<file path="src/rtl/bfd_pkg.sv">
// Shared types and register map of the bypass flit buffer.
package bfd_pkg;

    typedef enum logic [1:0] {
        OP_ARRIVE = 2'd0,
        OP_TICK   = 2'd1,
        OP_SEND   = 2'd2,
        OP_DROP   = 2'd3
    } op_t;

    typedef enum logic [1:0] {
        FEV_NONE     = 2'd0,
        FEV_FULL     = 2'd1,
        FEV_NOT_FULL = 2'd2
    } fev_t;

    // Register indexes; byte address is 4 * index.
    localparam logic [1:0] REG_AWAIT_REQUESTS = 2'd0;
    localparam logic [1:0] REG_SYNC_FIRST     = 2'd1;
    localparam logic [1:0] REG_MAX_LENGTH     = 2'd2;

    localparam int MAX_LENGTH_W = 5;
    localparam int TICK_W       = 32;

endpackage

</file>
<file path="src/rtl/bypass_fifo_with_drop.sv">
// Bypass flit buffer with tail drop: one memory holds the queued flits and their arrival ticks.
//
// One request (arrival, tick, send request or drop request) is accepted every clock
// cycle while s_ready is high, and every request yields exactly one result: it passes
// the stage that follows the synchronous read of the queue memory, and then the
// output register where the wait time is computed. Queue pointers, the entry count,
// the tick counter and the bypass flag update at acceptance, so successive requests
// see each other's effect at once; a pop only follows writes made in earlier cycles.
// The result side may stall: the stage after the memory holds, and s_ready drops
// only when both it and the output register are full and m_ready is low.
// Configuration: await_requests at 0x0, sync_first at 0x4, max_length at 0x8,
// written by the user only while the buffer is idle; the block does not enforce this.
module bypass_fifo_with_drop #(
    parameter int DEPTH      = 16,
    parameter int FLIT_WIDTH = 64
) (
    input  logic                         aclk,
    input  logic                         aresetn,
    // configuration
    input  logic                         psel,
    input  logic                         penable,
    input  logic                         pwrite,
    input  logic [3:0]                   paddr,
    input  logic [31:0]                  pwdata,
    output logic [31:0]                  prdata,
    output logic                         pready,
    // requests
    input  logic                         s_valid,
    output logic                         s_ready,
    input  logic [1:0]                   s_op,
    input  logic [FLIT_WIDTH-1:0]        s_flit_in,
    // results
    output logic                         m_valid,
    input  logic                         m_ready,
    output logic                         m_sent_valid,
    output logic [FLIT_WIDTH-1:0]        m_flit_out,
    output logic [31:0]                  m_wait_cycles,
    output logic                         m_dropped,
    output logic [1:0]                   m_full_event,
    output logic [$clog2(DEPTH+1)-1:0]   m_queue_length
);

    localparam int PTR_W  = $clog2(DEPTH);
    localparam int CNT_W  = $clog2(DEPTH + 1);
    localparam int LIM_W  = (CNT_W > bfd_pkg::MAX_LENGTH_W) ? CNT_W : bfd_pkg::MAX_LENGTH_W;
    localparam int TW     = bfd_pkg::TICK_W;
    localparam int ENTRY_W = FLIT_WIDTH + TW;

    // configuration registers
    logic                             await_reg;
    logic                             sync_first_reg;
    logic [bfd_pkg::MAX_LENGTH_W-1:0] max_length_reg;

    // control state
    logic [PTR_W-1:0] head_reg, head_next;
    logic [PTR_W-1:0] tail_reg, tail_next;
    logic [CNT_W-1:0] count_reg, count_next;
    logic [TW-1:0]    tick_reg, tick_next;
    logic             cycle_free_reg, cycle_free_next;

    // queue memory: {arrival tick, flit}
    logic [ENTRY_W-1:0] store_reg [DEPTH];
    logic [ENTRY_W-1:0] rd_data_reg;

    // stage after the memory read
    logic                  s1_valid_reg;
    logic                  s1_sent_reg, s1_sent_next;
    logic                  s1_from_mem_reg, s1_from_mem_next;
    logic [FLIT_WIDTH-1:0] s1_flit_reg, s1_flit_next;
    logic [TW-1:0]         s1_tick_reg;
    logic                  s1_drop_reg, s1_drop_next;
    bfd_pkg::fev_t         s1_fev_reg, s1_fev_next;
    logic [CNT_W-1:0]      s1_qlen_reg;

    // output register
    logic                  out_valid_reg;
    logic                  out_sent_reg;
    logic [FLIT_WIDTH-1:0] out_flit_reg;
    logic [TW-1:0]         out_wait_reg;
    logic                  out_drop_reg;
    bfd_pkg::fev_t         out_fev_reg;
    logic [CNT_W-1:0]      out_qlen_reg;

    logic             cfg_wr;
    logic             accept;
    logic             s1_adv;
    logic             wr_en;
    logic             rd_en;
    logic [LIM_W-1:0] limit;
    logic [LIM_W-1:0] count_ext;

    assign pready = 1'b1;
    assign cfg_wr = psel && penable && pwrite;

    always_comb begin
        prdata = '0;
        case (paddr[3:2])
            bfd_pkg::REG_AWAIT_REQUESTS: prdata[0] = await_reg;
            bfd_pkg::REG_SYNC_FIRST:     prdata[0] = sync_first_reg;
            bfd_pkg::REG_MAX_LENGTH:     prdata[bfd_pkg::MAX_LENGTH_W-1:0] = max_length_reg;
            default:                     prdata = '0;
        endcase
    end

    always_ff @(posedge aclk) begin
        if (!aresetn) begin
            await_reg      <= 1'b0;
            sync_first_reg <= 1'b1;
            max_length_reg <= '0;
        end else if (cfg_wr) begin
            case (paddr[3:2])
                bfd_pkg::REG_AWAIT_REQUESTS: await_reg <= pwdata[0];
                bfd_pkg::REG_SYNC_FIRST:     sync_first_reg <= pwdata[0];
                bfd_pkg::REG_MAX_LENGTH:
                    max_length_reg <= pwdata[bfd_pkg::MAX_LENGTH_W-1:0];
                default: ;
            endcase
        end
    end

    // handshake: the post-read stage moves when the output register is free or drained
    assign s1_adv  = !out_valid_reg || m_ready;
    assign s_ready = !s1_valid_reg || s1_adv;
    assign accept  = s_valid && s_ready;

    // effective limit: zero or beyond DEPTH means DEPTH
    always_comb begin
        if (max_length_reg == '0 || LIM_W'(max_length_reg) > LIM_W'(DEPTH)) begin
            limit = LIM_W'(DEPTH);
        end else begin
            limit = LIM_W'(max_length_reg);
        end
    end
    assign count_ext = LIM_W'(count_reg);

    always_comb begin
        head_next        = head_reg;
        tail_next        = tail_reg;
        count_next       = count_reg;
        tick_next        = tick_reg;
        cycle_free_next  = cycle_free_reg;
        s1_sent_next     = 1'b0;
        s1_from_mem_next = 1'b0;
        s1_flit_next     = '0;
        s1_drop_next     = 1'b0;
        s1_fev_next      = bfd_pkg::FEV_NONE;
        wr_en            = 1'b0;
        rd_en            = 1'b0;
        case (bfd_pkg::op_t'(s_op))
            bfd_pkg::OP_ARRIVE: begin
                if (!await_reg && !sync_first_reg && cycle_free_reg) begin
                    s1_sent_next    = 1'b1;
                    s1_flit_next    = s_flit_in;
                    cycle_free_next = 1'b0;
                end else if (count_ext < limit) begin
                    wr_en      = 1'b1;
                    tail_next  = (tail_reg == PTR_W'(DEPTH - 1)) ? '0 : tail_reg + 1'b1;
                    count_next = count_reg + 1'b1;
                    if (LIM_W'(count_next) == limit) begin
                        s1_fev_next = bfd_pkg::FEV_FULL;
                    end
                end else begin
                    s1_drop_next = 1'b1;
                end
            end
            bfd_pkg::OP_TICK: begin
                tick_next = tick_reg + 1'b1;
                if (count_reg == '0) begin
                    cycle_free_next = 1'b1;
                end else if (!await_reg) begin
                    rd_en            = 1'b1;
                    s1_sent_next     = 1'b1;
                    s1_from_mem_next = 1'b1;
                end
            end
            bfd_pkg::OP_SEND: begin
                if (await_reg && count_reg != '0) begin
                    rd_en            = 1'b1;
                    s1_sent_next     = 1'b1;
                    s1_from_mem_next = 1'b1;
                end
            end
            bfd_pkg::OP_DROP: begin
                if (await_reg && count_reg != '0) begin
                    rd_en = 1'b1;
                end
            end
            default: ;
        endcase
        // pop the head
        if (rd_en) begin
            head_next  = (head_reg == PTR_W'(DEPTH - 1)) ? '0 : head_reg + 1'b1;
            count_next = count_reg - 1'b1;
            if (count_ext == limit) begin
                s1_fev_next = bfd_pkg::FEV_NOT_FULL;
            end
        end
    end

    // queue memory: one write port at the tail, one registered read port at the head
    always_ff @(posedge aclk) begin
        if (accept && wr_en) begin
            store_reg[tail_reg] <= {tick_reg, s_flit_in};
        end
    end

    always_ff @(posedge aclk) begin
        if (accept && rd_en) begin
            rd_data_reg <= store_reg[head_reg];
        end
    end

    always_ff @(posedge aclk) begin
        if (!aresetn) begin
            head_reg       <= '0;
            tail_reg       <= '0;
            count_reg      <= '0;
            tick_reg       <= '0;
            cycle_free_reg <= 1'b1;
        end else if (accept) begin
            head_reg       <= head_next;
            tail_reg       <= tail_next;
            count_reg      <= count_next;
            tick_reg       <= tick_next;
            cycle_free_reg <= cycle_free_next;
        end
    end

    always_ff @(posedge aclk) begin
        if (!aresetn) begin
            s1_valid_reg <= 1'b0;
        end else if (accept) begin
            s1_valid_reg <= 1'b1;
        end else if (s1_adv) begin
            s1_valid_reg <= 1'b0;
        end
    end

    always_ff @(posedge aclk) begin
        if (accept) begin
            s1_sent_reg     <= s1_sent_next;
            s1_from_mem_reg <= s1_from_mem_next;
            s1_flit_reg     <= s1_flit_next;
            s1_tick_reg     <= tick_next;
            s1_drop_reg     <= s1_drop_next;
            s1_fev_reg      <= s1_fev_next;
            s1_qlen_reg     <= count_next;
        end
    end

    always_ff @(posedge aclk) begin
        if (!aresetn) begin
            out_valid_reg <= 1'b0;
        end else if (s1_adv) begin
            out_valid_reg <= s1_valid_reg;
        end
    end

    always_ff @(posedge aclk) begin
        if (s1_adv && s1_valid_reg) begin
            out_sent_reg <= s1_sent_reg;
            out_drop_reg <= s1_drop_reg;
            out_fev_reg  <= s1_fev_reg;
            out_qlen_reg <= s1_qlen_reg;
            if (s1_from_mem_reg) begin
                out_flit_reg <= rd_data_reg[FLIT_WIDTH-1:0];
                out_wait_reg <= s1_tick_reg - rd_data_reg[ENTRY_W-1:FLIT_WIDTH];
            end else begin
                out_flit_reg <= s1_flit_reg;
                out_wait_reg <= '0;
            end
        end
    end

    assign m_valid        = out_valid_reg;
    assign m_sent_valid   = out_sent_reg;
    assign m_flit_out     = out_flit_reg;
    assign m_wait_cycles  = out_wait_reg;
    assign m_dropped      = out_drop_reg;
    assign m_full_event   = out_fev_reg;
    assign m_queue_length = out_qlen_reg;

endmodule

</file>
<file path="config.mk">
export PLATFORM = sky130hd
export DESIGN_NAME = bypass_fifo_with_drop
export DESIGN_NICKNAME = d
export VERILOG_FILES = /design/src/rtl/bfd_pkg.sv /design/src/rtl/bypass_fifo_with_drop.sv
export SDC_FILE = /design/constraint.sdc
export NUM_CORES = 2
export LEC_CHECK = 0
export BUFFER_PORTS_ARGS = -buffer_cell sky130_fd_sc_hd__buf_2
export CAP_MARGIN = 0
export CORE_UTILIZATION = 55
export DETAILED_ROUTE_END_ITERATION = 12
export GPL_TIMING_DRIVEN = 0
export PLACE_DENSITY = 0.72
export SYNTH_ARGS = -nofsm -noshare
export SYNTH_HDL_FRONTEND = slang
export SYNTH_SLANG_ARGS = --single-unit
</file>
<file path="constraint.sdc">
create_clock -name aclk -period 30.5 [get_ports aclk]
set_clock_uncertainty 0.1 [all_clocks]
set_input_delay 9.15 -clock aclk [delete_from_list [all_inputs] [get_ports aclk]]
set_output_delay 9.15 -clock aclk [all_outputs]
set_load 0.03 [all_outputs]
</file>
== Word level (Yosys, flattened, before mapping) ==
Memory sizes are Yosys's and may differ from the RTL's. A register that Yosys moved wholly into a read port is not among the register bits.
Index checks and enable logic that the tools add are counted.
Word-level totals
  output and inout bits: 140
  bits of input ports: 109
  flip-flop bits (word level): 266
  memory bits (writable): 1536
  memories kept: 1
  logic and storage cells: 112
Memory list
  store_reg: depth 16, width 96, read ports 1, clocked after memory_dff 1, wr ports 1, line bypass_fifo_with_drop.sv:62  | logic [ENTRY_W-1:0] store_reg [DEPTH];
Operators by class
  reductions and logical operators: 32
  order comparisons: 2
  add/subtract/negate cells: 6
  multiplexer cells: 35
  bitwise operators: 2
  eq/ne operators: 11
Operator list (number)
  $mux W64: 1
  $add A32 B1 Y32 const B: 1
  $mux W32: 1
  $sub A32 B32 Y32: 1
  $mux W5: 5
  $mux W1: 18
  $mux W4: 3
  $eq A5 B5 Y1: 2
  $logic_not A5 Y1: 2
  $reduce_and A2 Y1: 5
  $logic_and A1 B1 Y1: 9
  $add A4 B1 Y4 const B: 2
  $eq A4 B4 Y1 const B: 2
  $reduce_and A4 Y1: 2
  $eq A2 B2 Y1 const B: 3
  $pmux W1 S2: 3
  $pmux W1 S3: 2
  $add A5 B1 Y5 const B: 1
  $gt A5 B5 Y1 const B: 1
  $lt A5 B5 Y1: 1
  $reduce_bool A5 Y1: 1
  $sub A5 B1 Y5 const B: 1
  $eq A2 B1 Y1 const B: 2
  $logic_not A1 Y1: 4
  other kinds (7): 15

== Logic depth before layout (Yosys ltp) ==
  word-level depth: 10
  gate-level depth with buffers: 13
  depth with buffers taken out: 11

== Worst setup path after synthesis ==
OpenSTA, ideal clock, no wires.
  kind: input to output
  from: input paddr[2]
  to: output prdata[0]
  buffers on the path: 0
  data required time: 21250 ps
  arrival: 9933 ps
  stages on the path: 2
  slack: 11317 ps
  cell sequence: mux2i_1 o21ai_0
Between the ends
  word-level cells in the longest chain between the ends: 2
  elaborated cells on any way between the ends: 4
  those cells by class: eq/ne (2); mux (1); reduce/logical (1)
RTL lines
  start: declaration: line bypass_fifo_with_drop.sv:23  | input logic [3:0] paddr,
  $eq A2 B2 Y1 (tied with other cells): line bypass_fifo_with_drop.sv:97  | case (paddr[3:2])
  $pmux W1 S3 (*): line bypass_fifo_with_drop.sv:97
  end: declaration: line bypass_fifo_with_drop.sv:25  | output logic [31:0] prdata,
Mark *: on every way between the ends. The rest lies on a longest branch, timed or not.

== Worst setup path after layout ==
  from: input paddr[3]
  to: output prdata[0]
Same word-level chain as after synthesis.

==> run metrics <==
DRC=0; Worst Path Arrival=between 9 and 10 ns; initial drt markers=around 4.3k; YS warnings=0; gr usage total=0.259; vias per cell=around 6.2; layout cells sized above 1=0.302; CP bufs+invs=2; Root Buffer=clkbuf_16; CTS tree=built; Post-synth ARST share=0; number of flip-flops under the largest register name=between 1.5k and 2k; Crit path top cell by count=buf_2; top-area cell type share of the netlist area=0.752; final hold vios=0; Die X-Extent=between 300 and 400 um; worst r2r src=max_length_reg[0]$_SDFFE_PN0P_; total CTS buffers=185; largest net degree at the start of global routing=34; P&R area growth vs syn=15.4%; Initial DRT Pass Iterations=6; worst stage delay on the critical path=0.26 ns; clk buf depth=3; Hold Path Origin=s1_qlen_reg[3]$_DFFE_PP_; cts repair resizes=0; maxcap violations=0; GRT met1 Usage=0.353; CP startpoint kind=input port; Rel. slew slack=0.0336; top cells by area, synth=edfxtp_1 (75%), mux4_2 (15%), dfxtp_1 (1.5%); reg2reg end=store_reg[3][34]$_DFFE_PP_; Post-synth EDFFs=~1.8k; clock sink total=~1.9k; slowest CP cell=nor2b_1; Worst-path clk slew=approximately 0.060 ns; total wire length=around 170 mm; area leader, netlist=edfxtp_1; Main synth FF type=edfxtp_1; Multi-input gate area=16300 um2; Cell Area, Synth=between 70000 and 80000 um2; RSZ-0062 raised after global routing=false; hold_buf cts=0; post-synthesis sequential area ratio=0.767; worst path required time=around 21 ns; GPL Wtd Cong=about 0.80; DR WL/cell=29.9 um; # setup viols final=0; setup tns final=0 ns; Reg area=around 56000 um2; Final Slew Violations=0; # IOs=between 200 and 250; Period minus WS final=about 19 ns; DP HPWL=roughly 110 mm; worst vdd ir=between 50 and 60 uV; worst hold endpoint=m_queue_length[3]$_DFFE_PP_; flops & latches, synth=around 1.9k; synthesized area per cell=between 20 and 25 um2; GRT overflow=0; critical path's top delay family=buffers and inverters; Tot Pwr=5.23 mW; peak fanout along the critical path=5; nets=between 4k and 5k; vias in the first global route=between 30k and 40k; routing usage on met3=0.0577; cell chain of the critical path=buf_2 > nor2b_1 > nand2_1 > o21ai_0 > buf_2; PortBufs=190; starting density of the core=0.557; # rows=approximately 130; via count=between 30k and 40k; critical path type=input port to output pin; count of cell types in the netlist=63; post-route setup slack=roughly 11 ns; status=completed; CORE AREA=132000 um2; post-CTS setup buffers=0; Crit. End Element=output pin; hold path depth=0; fmax=approximately 0.052 GHz; P per Cell Area=about 62 nW/um2; die area=around 140000 um2; initial antenna violation count=17; first-pass GRT wire length=248 mm; Post-Syn Instances=3366; period utilization=0.629; post-place setup slack=approximately 11 ns; Die H=roughly 370 um; H-tree depth=4; met2 GRT Util=0.422; fill cell count=roughly 8.5k; layer with the highest usage=met2; Antenna Nets Post-Route=0; reg2reg path depth=17; Worst R2R Setup Slack=between 20 and 30 ns; Worst-Margin Slew=between 1 and 1.5 ns; leakage=28.3 nW; Hold WC Path Type=register to register; Clock Latency Late Sink=between 0.7 and 0.8 ns
-- report_power, final --
group	leakage [nW]	switching, mW	total, mW	internal, mW
clock network	2.84	0.953	2.20	1.25
registers	18.2	0.00703	2.88	2.87
logic	7.27	0.0997	0.152	0.0519
-- final cells by class --
class,instances,area share
timing repair buffer,316,0.0366
sequential,1898,0.664
buffer,184,0.0101
clock inverter,95,0.00981
tap,1755,0.0258
antenna,6,0.000177
clock buffer,237,0.0585
multi-input combinational,1253,0.192
inverter,57,0.00252
-- through the flow --
stage	instances	utilization	cell area, um2	hold slack, ns
floorplan	3392	-	73700	0.300
global placement	5337	0.582	76900	0.301
detailed placement	5463	0.599	79100	0.306
CTS	5795	0.643	84900	0.319
global route	5797	0.643	84900	0.330
finish	5801	0.643	85000	0.322
-- cell usage in the layout, fill, tap and decap left out, types with 8 or more instances in the layout --
| cell | count |
|---|---|
| edfxtp_1 | 1843 |
| mux4_2 | 480 |
| buf_2 | 234 |
| clkbuf_16 | 188 |
| clkbuf_1 | 140 |
| and2_1 | 99 |
| nand2_1 | 68 |
| mux2_2 | 65 |
| nor2_1 | 58 |
| inv_1 | 57 |
| buf_12 | 57 |
| dfxtp_1 | 55 |
| xnor2_1 | 54 |
| buf_6 | 51 |
| ha_1 | 49 |
| a21oi_1 | 42 |
| nand3_1 | 38 |
| o21ai_0 | 37 |
| clkinv_1 | 37 |
| xor2_1 | 36 |
| clkinv_2 | 30 |
| buf_4 | 29 |
| conb_1 | 28 |
| nor2b_1 | 19 |
| a21o_1 | 16 |
| mux2i_1 | 15 |
| nor3_1 | 14 |
| buf_16 | 14 |
| nor2_4 | 13 |
| nand2b_1 | 13 |
| a31oi_1 | 12 |
| a21boi_0 | 12 |
| bufinv_16 | 12 |
| buf_1 | 10 |
| or3_1 | 9 |
| nand4_1 | 8 |
| clkbuf_8 | 8 |
-- kinds of logic after synthesis --
group,Yosys count,synth area share
xor+xnor,90,0.0107
fa+ha+maj,50,0.00860
mux,560,0.159
flops,1898,0.767
other cells,2,0.000102
simple gates,381,0.0283
compound gates,144,0.0121
buf+inv,241,0.0145
-- synth_stat cells (all sizes together), types with 4 or more instances --
master and n:
clkbuf 101, nand4 10, o21ai 37, and3 6, a31oi 12, mux2i 15, ha 49, mux4 480
nor2 72, nor3b 4, and2 100, nor3 18, dfxtp 55, a21oi 42, mux2 65, nor4 5
xnor2 54, buf 83, nand3 39, nand2b 13, or3 10, nand2 68, inv 57, xor2 36
a211oi 5, and4 5, a21o 16, edfxtp 1843, a21boi 13, nor2b 20
-- per-layer routing --
| layer | wire [um] | part of all wire | vias up |
|---|---|---|---|
| li1 | - | - | 14886 |
| met1 | 67300 | 0.39 | 18807 |
| met2 | 85200 | 0.49 | 1874 |
| met3 | 15700 | 0.091 | 333 |
| met4 | 4810 | 0.028 | 16 |
| met5 | 188 | 0.0011 | - |
-- worst max-delay path by stage --
stage / cells past startpoint / endpoint / from / slack [ns]
2_1_floorplan: 2 / prdata[0] / paddr[2] / 11.32
3_3_place_gp: 8 / store_reg[0][36]$_DFFE_PP_ / m_ready / 3.45
3_5_place_dp: 5 / prdata[0] / paddr[2] / 11.29
4_1_cts: 5 / prdata[0] / paddr[2] / 11.29
5_1_grt: 5 / prdata[0] / paddr[3] / 11.15
6_report: 5 / prdata[0] / paddr[3] / 11.30
Note: power is estimated with default switching activity, not from simulation.
